$ cat src/sv/jcc_pkg.sv
// Shared types, constants and arithmetic helpers for the joystick channel conditioner.
// No dependencies; imported by jcc_axis_lane, joystick_channel_conditioner and the bench.
package jcc_pkg;

    localparam int unsigned SAMPLE_W  = 12;   // raw stick sample
    localparam int unsigned SCL_W     = 11;   // scaled stick, 1000..1999
    localparam int unsigned SUM_W     = 17;   // calibration sum
    localparam int unsigned OFF_W     = 11;   // centre offset
    localparam int unsigned CNT_W     = 6;    // calibration scan count
    localparam int unsigned VAL_W     = 16;   // axis working width
    localparam int unsigned THR_W     = 10;
    localparam int unsigned KEY_W     = 8;
    localparam int unsigned SEQ_W     = 8;
    localparam int unsigned NLANES    = 3;    // yaw, roll, pitch
    localparam int unsigned NSTAGES   = 5;
    localparam int unsigned S_DATA_W  = 56;
    localparam int unsigned M_DATA_W  = 64;
    localparam int unsigned ADDR_W    = 4;
    localparam int unsigned PDATA_W   = 32;

    localparam int unsigned CAL_SAMPLES_DEF = 60;

    // Calibration trigger and centring window
    localparam logic [SAMPLE_W-1:0] TRIG_LEVEL = 12'd4090;
    localparam logic [SAMPLE_W-1:0] WIN_LO     = 12'd1900;
    localparam logic [SAMPLE_W-1:0] WIN_HI     = 12'd2196;
    localparam logic [SEQ_W-1:0]    SEQ_LAST   = 8'd200;
    localparam logic [VAL_W-1:0]    CENTRE     = 16'd1500;

    // Register map, indexed by paddr[3:2]
    localparam logic [1:0] REG_DB_LOW  = 2'd0;
    localparam logic [1:0] REG_DB_HIGH = 2'd1;
    localparam logic [1:0] REG_CLAMP_MIN = 2'd2;
    localparam logic [1:0] REG_CLAMP_MAX = 2'd3;

    localparam logic [SAMPLE_W-1:0] DB_LOW_RST    = 12'd1470;
    localparam logic [SAMPLE_W-1:0] DB_HIGH_RST   = 12'd1530;
    localparam logic [SAMPLE_W-1:0] CLAMP_MIN_RST = 12'd1100;
    localparam logic [SAMPLE_W-1:0] CLAMP_MAX_RST = 12'd1900;

    typedef struct packed {
        logic [SAMPLE_W-1:0] db_low;
        logic [SAMPLE_W-1:0] db_high;
        logic [SAMPLE_W-1:0] clamp_min;
        logic [SAMPLE_W-1:0] clamp_max;
    } t_cfg;

    // Load strobes for one axis lane
    typedef struct packed {
        logic ld_s2;    // scaled value and product into stage 2
        logic ld_s3;    // scaled value into stage 3
        logic ld_off;   // new centre offset from finished calibration
        logic ld_mid;   // first half of conditioning
        logic ld_out;   // output register
    } t_lane_ctl;

    // Fields that ride alongside the lanes
    typedef struct packed {
        logic [THR_W-1:0] throttle;
        logic [KEY_W-1:0] key;
        logic [SEQ_W-1:0] seq;
        logic             cal;
    } t_side;

    // 1000 + v*1000/4096
    function automatic logic [SCL_W-1:0] scale_stick(input logic [SAMPLE_W-1:0] v);
        logic [21:0] p;
        p = {10'd0, v} * 22'd1000;
        return SCL_W'(p[21:12]) + 11'd1000;
    endfunction

    // (4096 - v)*1000/4096
    function automatic logic [THR_W-1:0] throttle_of(input logic [SAMPLE_W-1:0] v);
        logic [12:0] d;
        logic [22:0] p;
        d = 13'd4096 - {1'b0, v};
        p = {10'd0, d} * 23'd1000;
        return p[21:12];
    endfunction

endpackage

$ cat src/sv/jcc_axis_lane.sv
// One axis lane: centre offset division, offset removal, deadband and clamp.
// Depends on jcc_pkg; instantiated three times by joystick_channel_conditioner.
module jcc_axis_lane #(
    parameter int unsigned CAL_SAMPLES = jcc_pkg::CAL_SAMPLES_DEF
) (
    input  logic                          i_clk,
    input  logic                          i_rst_n,
    input  jcc_pkg::t_lane_ctl            i_ctl,
    input  jcc_pkg::t_cfg                 i_cfg,
    input  logic [jcc_pkg::SCL_W-1:0]     i_scl,   // scaled sample from stage 1
    input  logic [jcc_pkg::SUM_W-1:0]     i_sum,   // running calibration sum
    output logic [jcc_pkg::SAMPLE_W-1:0]  o_axis
);
    import jcc_pkg::*;

    // Exact division by reciprocal: floor(n*M / 2^SH) for any n below 2^SUM_W
    localparam int unsigned DIV_L   = $clog2(CAL_SAMPLES);
    localparam int unsigned DIV_SH  = SUM_W + DIV_L;
    localparam longint unsigned DIV_M_L =
        ((64'd1 << DIV_SH) + CAL_SAMPLES - 1) / CAL_SAMPLES;
    localparam logic [SUM_W:0] DIV_M = DIV_M_L[SUM_W:0];
    localparam int unsigned PROD_W  = 2 * SUM_W + 1;

    logic [SCL_W-1:0]  r_s2, r_s3;
    logic [PROD_W-1:0] r_prod;
    logic [OFF_W-1:0]  r_off;
    logic [VAL_W-1:0]  r_mid;
    logic [SAMPLE_W-1:0] r_out;

    logic [VAL_W-1:0] n_mid, n_val;
    logic [VAL_W-1:0] db_lo, db_hi, c_min, c_max, shift;
    logic [VAL_W-1:0] v0, v1, v3, v4;

    assign db_lo = {4'd0, i_cfg.db_low};
    assign db_hi = {4'd0, i_cfg.db_high};
    assign c_min = {4'd0, i_cfg.clamp_min};
    assign c_max = {4'd0, i_cfg.clamp_max};
    assign shift = CENTRE - db_lo;

    // Stage 2: product of sum and reciprocal; scaled value into stages 2 and 3
    always_ff @(posedge i_clk) begin
        if (i_ctl.ld_s2) begin
            r_s2   <= i_scl;
            r_prod <= {{(SUM_W+1){1'b0}}, i_sum} * {{SUM_W{1'b0}}, DIV_M};
        end
        if (i_ctl.ld_s3) begin
            r_s3 <= r_s2;
        end
    end

    // Centre offset, cleared by reset
    always_ff @(posedge i_clk) begin
        if (!i_rst_n) begin
            r_off <= '0;
        end else if (i_ctl.ld_off) begin
            r_off <= r_prod[DIV_SH +: OFF_W];
        end
    end

    // First half: remove offset, snap to centre, lift low side
    always_comb begin
        v0 = CENTRE + VAL_W'(r_s3) - VAL_W'(r_off);
        if (v0 > db_lo && v0 < db_hi) begin
            v1 = CENTRE;
        end else begin
            v1 = v0;
        end
        if (v1 < db_lo) begin
            n_mid = v1 + shift;
        end else begin
            n_mid = v1;
        end
    end

    // Second half: drop high side, then clamp
    always_comb begin
        if (r_mid > db_hi) begin
            v3 = r_mid - shift;
        end else begin
            v3 = r_mid;
        end
        if (v3 <= c_min) begin
            v4 = c_min;
        end else begin
            v4 = v3;
        end
        if (v4 >= c_max) begin
            n_val = c_max;
        end else begin
            n_val = v4;
        end
    end

    always_ff @(posedge i_clk) begin
        if (i_ctl.ld_mid) begin
            r_mid <= n_mid;
        end
        if (i_ctl.ld_out) begin
            r_out <= n_val[SAMPLE_W-1:0];
        end
    end

    assign o_axis = r_out;

endmodule

$ cat src/sv/joystick_channel_conditioner.sv
// Top level of the joystick channel conditioner: stream ports, APB registers,
// calibration control and the three axis lanes. Depends on jcc_pkg, jcc_axis_lane.
//
// One scan word in, one packet word out, one scan per clock when the output side
// keeps taking. The word passes through scale and calibration update, reciprocal
// multiply for the centre offset, then offset removal, deadband and clamp, then
// the output register. Every stage has its own valid bit and moves when the stage
// after it is free, so the input keeps accepting while a finished word waits
// until every stage is full. Holding both the throttle stick and the pitch stick
// near full scale starts centre calibration; the next CAL_SAMPLES scans with roll
// and pitch centred are averaged into the yaw, roll and pitch offsets, and the
// packet carrying the last of them already uses the new offsets. Offsets are zero
// after reset, so the axes sit at a clamp until a calibration has completed.
// Registers must be written only while no scan is in flight.
module joystick_channel_conditioner #(
    parameter int unsigned CAL_SAMPLES = jcc_pkg::CAL_SAMPLES_DEF
) (
    input  logic                          i_clk,
    input  logic                          i_rst_n,
    // left_x[11:0], left_y[23:12], right_x[35:24], right_y[47:36], unlock_key[55:48]
    input  logic [jcc_pkg::S_DATA_W-1:0]  s_axis_tdata,
    input  logic                          s_axis_tvalid,
    output logic                          s_axis_tready,
    // yaw_out[11:0], throttle_out[21:12], roll_out[33:22], pitch_out[45:34],
    // unlock_out[53:46], sequence_id[61:54], zero[63:62]
    output logic [jcc_pkg::M_DATA_W-1:0]  m_axis_tdata,
    // calibrating[0]
    output logic [0:0]                    m_axis_tuser,
    output logic                          m_axis_tvalid,
    input  logic                          m_axis_tready,
    input  logic                          psel,
    input  logic                          penable,
    input  logic                          pwrite,
    input  logic [jcc_pkg::ADDR_W-1:0]    paddr,
    input  logic [jcc_pkg::PDATA_W-1:0]   pwdata,
    output logic [jcc_pkg::PDATA_W-1:0]   prdata,
    output logic                          pready
);
    import jcc_pkg::*;

    // Configuration registers
    t_cfg r_cfg;
    logic cfg_wr;

    assign pready = 1'b1;
    assign cfg_wr = psel && penable && pwrite;

    always_ff @(posedge i_clk) begin
        if (!i_rst_n) begin
            r_cfg.db_low    <= DB_LOW_RST;
            r_cfg.db_high   <= DB_HIGH_RST;
            r_cfg.clamp_min <= CLAMP_MIN_RST;
            r_cfg.clamp_max <= CLAMP_MAX_RST;
        end else if (cfg_wr) begin
            case (paddr[3:2])
                REG_DB_LOW:    r_cfg.db_low    <= pwdata[SAMPLE_W-1:0];
                REG_DB_HIGH:   r_cfg.db_high   <= pwdata[SAMPLE_W-1:0];
                REG_CLAMP_MIN: r_cfg.clamp_min <= pwdata[SAMPLE_W-1:0];
                REG_CLAMP_MAX: r_cfg.clamp_max <= pwdata[SAMPLE_W-1:0];
                default: ;
            endcase
        end
    end

    always_comb begin
        case (paddr[3:2])
            REG_DB_LOW:    prdata = {20'd0, r_cfg.db_low};
            REG_DB_HIGH:   prdata = {20'd0, r_cfg.db_high};
            REG_CLAMP_MIN: prdata = {20'd0, r_cfg.clamp_min};
            REG_CLAMP_MAX: prdata = {20'd0, r_cfg.clamp_max};
            default:       prdata = '0;
        endcase
    end

    // Pipeline flow: a stage loads when it is empty or its word moves on
    logic [NSTAGES-1:0] r_vld;
    logic [NSTAGES-1:0] en;
    logic               acc;

    always_comb begin
        en[NSTAGES-1] = !r_vld[NSTAGES-1] || m_axis_tready;
        for (int k = NSTAGES - 2; k >= 0; k--) begin
            en[k] = !r_vld[k] || en[k+1];
        end
    end

    assign s_axis_tready = en[0];
    assign acc           = s_axis_tvalid && en[0];

    always_ff @(posedge i_clk) begin
        if (!i_rst_n) begin
            r_vld <= '0;
        end else begin
            if (en[0]) begin
                r_vld[0] <= s_axis_tvalid;
            end
            for (int k = 1; k < NSTAGES; k++) begin
                if (en[k]) begin
                    r_vld[k] <= r_vld[k-1];
                end
            end
        end
    end

    // Unpack the scan word
    logic [SAMPLE_W-1:0] lx, ly, rx, ry;
    logic [KEY_W-1:0]    key;
    logic [SCL_W-1:0]    scl [NLANES];

    assign lx  = s_axis_tdata[11:0];
    assign ly  = s_axis_tdata[23:12];
    assign rx  = s_axis_tdata[35:24];
    assign ry  = s_axis_tdata[47:36];
    assign key = s_axis_tdata[55:48];

    assign scl[0] = scale_stick(lx);
    assign scl[1] = scale_stick(rx);
    assign scl[2] = scale_stick(ry);

    // Calibration state and sequence counter
    logic                r_cal_mode;
    logic [CNT_W-1:0]    r_cnt;
    logic [SUM_W-1:0]    r_sum [NLANES];
    logic [SEQ_W-1:0]    r_seq;

    logic                n_cal_mode;
    logic [CNT_W-1:0]    n_cnt;
    logic [SUM_W-1:0]    n_sum [NLANES];
    logic [SEQ_W-1:0]    n_seq;
    logic                trig, in_win, take, fin;
    logic [CNT_W:0]      cnt_inc;

    always_comb begin
        trig    = (ry > TRIG_LEVEL) && (ly > TRIG_LEVEL);
        in_win  = (rx > WIN_LO) && (rx < WIN_HI) && (ry > WIN_LO) && (ry < WIN_HI);
        take    = (r_cal_mode || trig) && in_win;
        cnt_inc = {1'b0, r_cnt} + 1'b1;
        fin     = take && (cnt_inc >= (CNT_W+1)'(CAL_SAMPLES));

        n_cal_mode = (r_cal_mode || trig) && !fin;
        n_cnt      = r_cnt;
        if (take) begin
            n_cnt = fin ? '0 : cnt_inc[CNT_W-1:0];
        end
        for (int k = 0; k < NLANES; k++) begin
            n_sum[k] = r_sum[k];
            if (take) begin
                n_sum[k] = ((r_cnt == '0) ? '0 : r_sum[k]) + SUM_W'(scl[k]);
            end
        end

        n_seq = (r_seq > SEQ_LAST) ? '0 : r_seq + 1'b1;
    end

    always_ff @(posedge i_clk) begin
        if (!i_rst_n) begin
            r_cal_mode <= 1'b0;
            r_cnt      <= '0;
            r_seq      <= '0;
        end else if (acc) begin
            r_cal_mode <= n_cal_mode;
            r_cnt      <= n_cnt;
            r_seq      <= n_seq;
        end
    end

    // Sums are cleared by the first centred scan, so they need no reset
    always_ff @(posedge i_clk) begin
        if (acc) begin
            for (int k = 0; k < NLANES; k++) begin
                r_sum[k] <= n_sum[k];
            end
        end
    end

    // Stage 1 payload and side fields down the pipe
    logic [SCL_W-1:0] r_scl [NLANES];
    logic             r_fin;
    t_side            r_side [NSTAGES];

    always_ff @(posedge i_clk) begin
        if (en[0]) begin
            for (int k = 0; k < NLANES; k++) begin
                r_scl[k] <= scl[k];
            end
            r_fin             <= fin;
            r_side[0].throttle <= throttle_of(ly);
            r_side[0].key      <= key;
            r_side[0].seq      <= n_seq;
            r_side[0].cal      <= n_cal_mode;
        end
        for (int k = 1; k < NSTAGES; k++) begin
            if (en[k]) begin
                r_side[k] <= r_side[k-1];
            end
        end
    end

    // Finish flag travels with its word into stage 2
    logic r_fin_s2;

    always_ff @(posedge i_clk) begin
        if (en[1]) begin
            r_fin_s2 <= r_fin;
        end
    end

    // Axis lanes
    t_lane_ctl lane_ctl;
    logic [SAMPLE_W-1:0] axis [NLANES];

    assign lane_ctl.ld_s2  = en[1];
    assign lane_ctl.ld_s3  = en[2];
    assign lane_ctl.ld_off = en[2] && r_vld[1] && r_fin_s2;
    assign lane_ctl.ld_mid = en[3];
    assign lane_ctl.ld_out = en[4];

    for (genvar g = 0; g < NLANES; g++) begin : g_lane
        jcc_axis_lane #(
            .CAL_SAMPLES (CAL_SAMPLES)
        ) u_lane (
            .i_clk   (i_clk),
            .i_rst_n (i_rst_n),
            .i_ctl   (lane_ctl),
            .i_cfg   (r_cfg),
            .i_scl   (r_scl[g]),
            .i_sum   (r_sum[g]),
            .o_axis  (axis[g])
        );
    end

    // Merge lanes and side fields into the packet word
    assign m_axis_tvalid = r_vld[NSTAGES-1];
    assign m_axis_tdata  = {2'b00,
                            r_side[NSTAGES-1].seq,
                            r_side[NSTAGES-1].key,
                            axis[2],
                            axis[1],
                            r_side[NSTAGES-1].throttle,
                            axis[0]};
    assign m_axis_tuser  = r_side[NSTAGES-1].cal;

endmodule

$ cat config.mk
export PLATFORM = sky130hd
export DESIGN_NAME = joystick_channel_conditioner
export DESIGN_NICKNAME = d
export VERILOG_FILES = /design/src/sv/jcc_pkg.sv /design/src/sv/jcc_axis_lane.sv /design/src/sv/joystick_channel_conditioner.sv
export SDC_FILE = /design/constraint.sdc
export NUM_CORES = 2
export LEC_CHECK = 0
export ABC_AREA = 1
export CAP_MARGIN = 15
export CORE_MARGIN = 2
export CORE_UTILIZATION = 61
export CTS_BUF_LIST = sky130_fd_sc_hd__clkbuf_8
export DETAILED_ROUTE_END_ITERATION = 10
export DONT_BUFFER_PORTS = 1
export PLACE_DENSITY = 0.8
export SLEW_MARGIN = 20
export SYNTH_ARGS = -nofsm -noshare
export SYNTH_HDL_FRONTEND = slang
export SYNTH_SLANG_ARGS = --single-unit
$ cat constraint.sdc
create_clock -name i_clk -period 9.99 [get_ports i_clk]
set_clock_uncertainty 0.2 [all_clocks]
set_input_delay 0.4995 -clock i_clk [delete_from_list [all_inputs] [get_ports i_clk]]
set_output_delay 0.4995 -clock i_clk [all_outputs]
set_load 0.01 [all_outputs]
==> impl_metrics.ini <==
[outcome]
status = completed

[critical_path]
crit_type = reg -> reg
required_ns = 10.26
cp-start-kind = register
cpMostUsedCell = nand2_1
crit_fanout = 14
cp-end-kind = register
critPathSlowestCell = ha_1
critPathTopFamily = simple AND/OR/NAND/NOR gates
worstPathArrival_ns = 8.43
crit_path_max_incr_delay_ns = 0.86
crit_buf_inv = 7

[synth]
synth_cell_types = 63
synth_fa_ha_area_share_pct = 32.1
synthTopCellsByArea = edfxtp_1 24%, ha_1 22%, fa_1 11%, nand2_1 9.0%, inv_1 7.9%
synthFlopType = edfxtp_1
syn_inst = 6061
synth_edf_count = 404
syn_avg_cell_area_um2 = 8.45
synthMuxAreaShare_pct = 0
synth_seq_cells = 505
ys_warn_count = 0
async_flop_share_pct = 0
synth_top_area_share_pct = 23.7
synth.cell_area_um2 = 51200
synth_compound_area_share_pct = 9.40
ys_seq_area_share_pct = 27.6
synth_top_cell_by_area = edfxtp_1
synth-xor-area-share_pct = 3.90
synthSimpleGateAreaFrac_pct = 17.7
synth_top_family_by_area = adder cells

[clock_network]
htree_levels = 3
cts_inserted_buffers = 82
clock_tree.buffer_depth = 3
cts_setup_buffers = 0
clkTransAtPathRegs_ns = 0.06
cts-root-buf = clkbuf_8
clock_latency_ns = 0.72
cts_sinks = 505
cts_tree = done

[routing]
firstDrtPassIters = 8
routed_wl_um = 125000
drt_iter0_drc = 3029
wl_per_cell_um = 17.3
antenna_left = 0
drc = 0
viasPerCell = 5.61
vias = 40700

[grt]
grt_pass1_wl_um = 200000
grt_pass1_vias = 39700
grt_max_degree = 91
grt_antenna_before_repair = 1
track_usage_pct = 29.0
grt.overflow.total = 0

[worst_hold_path]
min_path_type = in -> reg

[timing]
setup_ws_ns = 1.83
final-hold-violation-count = 0
tns_ns = 0
rsz0062_at_grt = false
worst_slew_pin_slew_ns = 0.990
period_needed_ns = 8.16
maxSlewViolCount = 0
timing.fmax_ghz = 0.123
setup_viol = 0
timing.hold.ws_ns = 0.0621
min_period_over_period_pct = 81.7
max_slew_margin_pct = 33.8

[layout]
final_nets = 7349
fillers = 6773
multiInputGateArea_um2 = 32400
drive_above_1_share_pct = 3.41
seq_area_um2 = 14200
final_area_um2 = 54100
synthToLayoutAreaGrowth_pct = 5.67

[floorplanning]
core_area_um2 = 83400
pin_count = 199
die_area_um2 = 86300
dieHeight_um = 294
initial_core_util_pct = 61.4
row_count = 106
dieWidth_um = 294

[place]
port_buffers = 0
placed_area_um2 = 52200
pre_cts_slack_ns = 1.96
gp_congestion = 0.994
hpwlAfterDp_um = 100000

[power_and_ir_drop]
clockPowerShare_pct = 9.4
power.switching_mw = 10.1
pwr-share-comb_pct = 71.5
p_seq_share_pct = 19.1
powerDensity_nw_per_um2 = 359
vdd_drop_max_mv = 0.242
p_int_mw = 9.32
p_leak_nw = 27.9
swShare_pct = 51.9

[flow_run]
maxCapViolCount = 0
[through the flow]
stage,instances,power [mW],utilization (%)
after floorplan,6082,14.3,-
after global placement,7069,16.8,62.5
after detailed placement,7069,17.3,62.5
after CTS,7247,19.2,64.9
after global routing,7248,21.4,64.9
final,7248,19.4,64.9
[routing by layer]
metal	global-route usage, %	wire length, µm	vias to the layer above
met5	0	0	-
met3	3.23	7010	365
met2	50.2	60000	1262
met4	16.4	7650	0
li1	-	-	20100
met1	35.2	50600	19000
[synth_stat cells, types with 12 or more instances]
cell type	instances
xnor2_1	71
o221ai_1	12
xor2_1	157
o21ai_0	245
or2_2	14
fa_1	271
a21o_1	34
nand2_2	15
nor3_1	38
and2_1	41
a21boi_0	14
inv_1	1075
edfxtp_1	404
clkbuf_1	42
o21a_1	17
nand3_1	335
o211ai_1	36
a211oi_1	13
nand2_1	1233
dfxtp_1	101
a21oi_1	343
buf_4	55
a31oi_1	25
ha_1	880
nand3b_1	15
o21bai_1	39
nand4_1	82
nor2_1	341
[area by class of cell]
cell class	instances	area share, %
sequential	505	26.2
timing repair buffer	44	0.763
tap	1080	2.50
inverter	1086	7.54
clock inverter	63	0.826
clock buffer	89	2.26
multi-input combinational	4380	59.9
antenna	1	0.00462
[sequential cells by signal, indices dropped and copies added (netlist names)]
name / count
g_lane.u_lane.o_axis: 36
g_lane.u_lane.r_mid: 48
g_lane.u_lane.r_off: 33
g_lane.u_lane.r_prod: 33
g_lane.u_lane.r_s2: 33
g_lane.u_lane.r_s3: 33
r_cal_mode: 1
r_cfg: 48
r_cnt: 6
r_fin: 1
r_fin_s2: 1
r_scl: 33
r_seq: 8
r_side: 135
r_sum: 51
r_vld: 5
[cell families after synthesis]
family | count (synthesis)
flip-flops | 505
buffers and inverters | 1197
XOR/XNOR | 228
other | 2
AND/OR/NAND/NOR | 2143
adder cells (fa/ha/maj) | 1151
AO/OA/AOI/OAI | 835
[worst register-to-register path, delay by kind of cell, from the launching register on]
family	cells	cell delay, ns
AND/OR/NAND/NOR	16	2.14
AO/OA/AOI/OAI	14	1.92
adder cells (fa/ha/maj)	4	1.63
buffers and inverters	7	1.21
flip-flops	1	0.84
[power groups by stage]
| stage | clock [mW] | sequential [mW] | combinational, mW |
|---|---|---|---|
| 6_report | 1.83 | 3.70 | 13.9 |
| 5_1_grt | 1.95 | 3.74 | 15.7 |
| 4_1_cts | 1.86 | 3.69 | 13.7 |
| 3_5_place_dp | 0 | 3.73 | 13.6 |
| 3_3_place_gp | 0 | 3.70 | 13.1 |
| 2_1_floorplan | 0 | 3.59 | 10.8 |
[final timing paths]
| path | start | to | slack, ns | cells past startpoint |
|---|---|---|---|---|
| worst max-delay path | r_cfg[36]$_SDFFE_PN0P_ | g_lane[0].u_lane.o_axis[2]$_DFFE_PP_ | 1.83 | 41 |
| worst min-delay path | paddr[3] | r_cfg[22]$_SDFFE_PN1P_ | 0.06 | 3 |
| worst min register to register | r_side[0][22]$_DFFE_PN_ | r_side[0][49]$_DFFE_PP_ | 0.21 | 0 |
| worst max register to register | r_cfg[36]$_SDFFE_PN0P_ | g_lane[0].u_lane.o_axis[2]$_DFFE_PP_ | 1.83 | 41 |
[cell usage in the layout, fill, tap and decap left out, types with 89 or more instances in the layout]
cell type and count:
inv_1 1093, edfxtp_1 404, xor2_1 157, o21ai_0 245
fa_1 271, dfxtp_1 101, a21oi_1 343, clkbuf_8 89
nor2_1 340, nand3_1 334, ha_1 880, nand2_1 1232
[what timing repair did]
action / 4_1_cts / 5_1_grt
endpoints found under the hold margin: 109 / 0
hold buffers: 26 / 0
gates resized for setup: 0 / 0
Power figures use the tool's default switching activity.
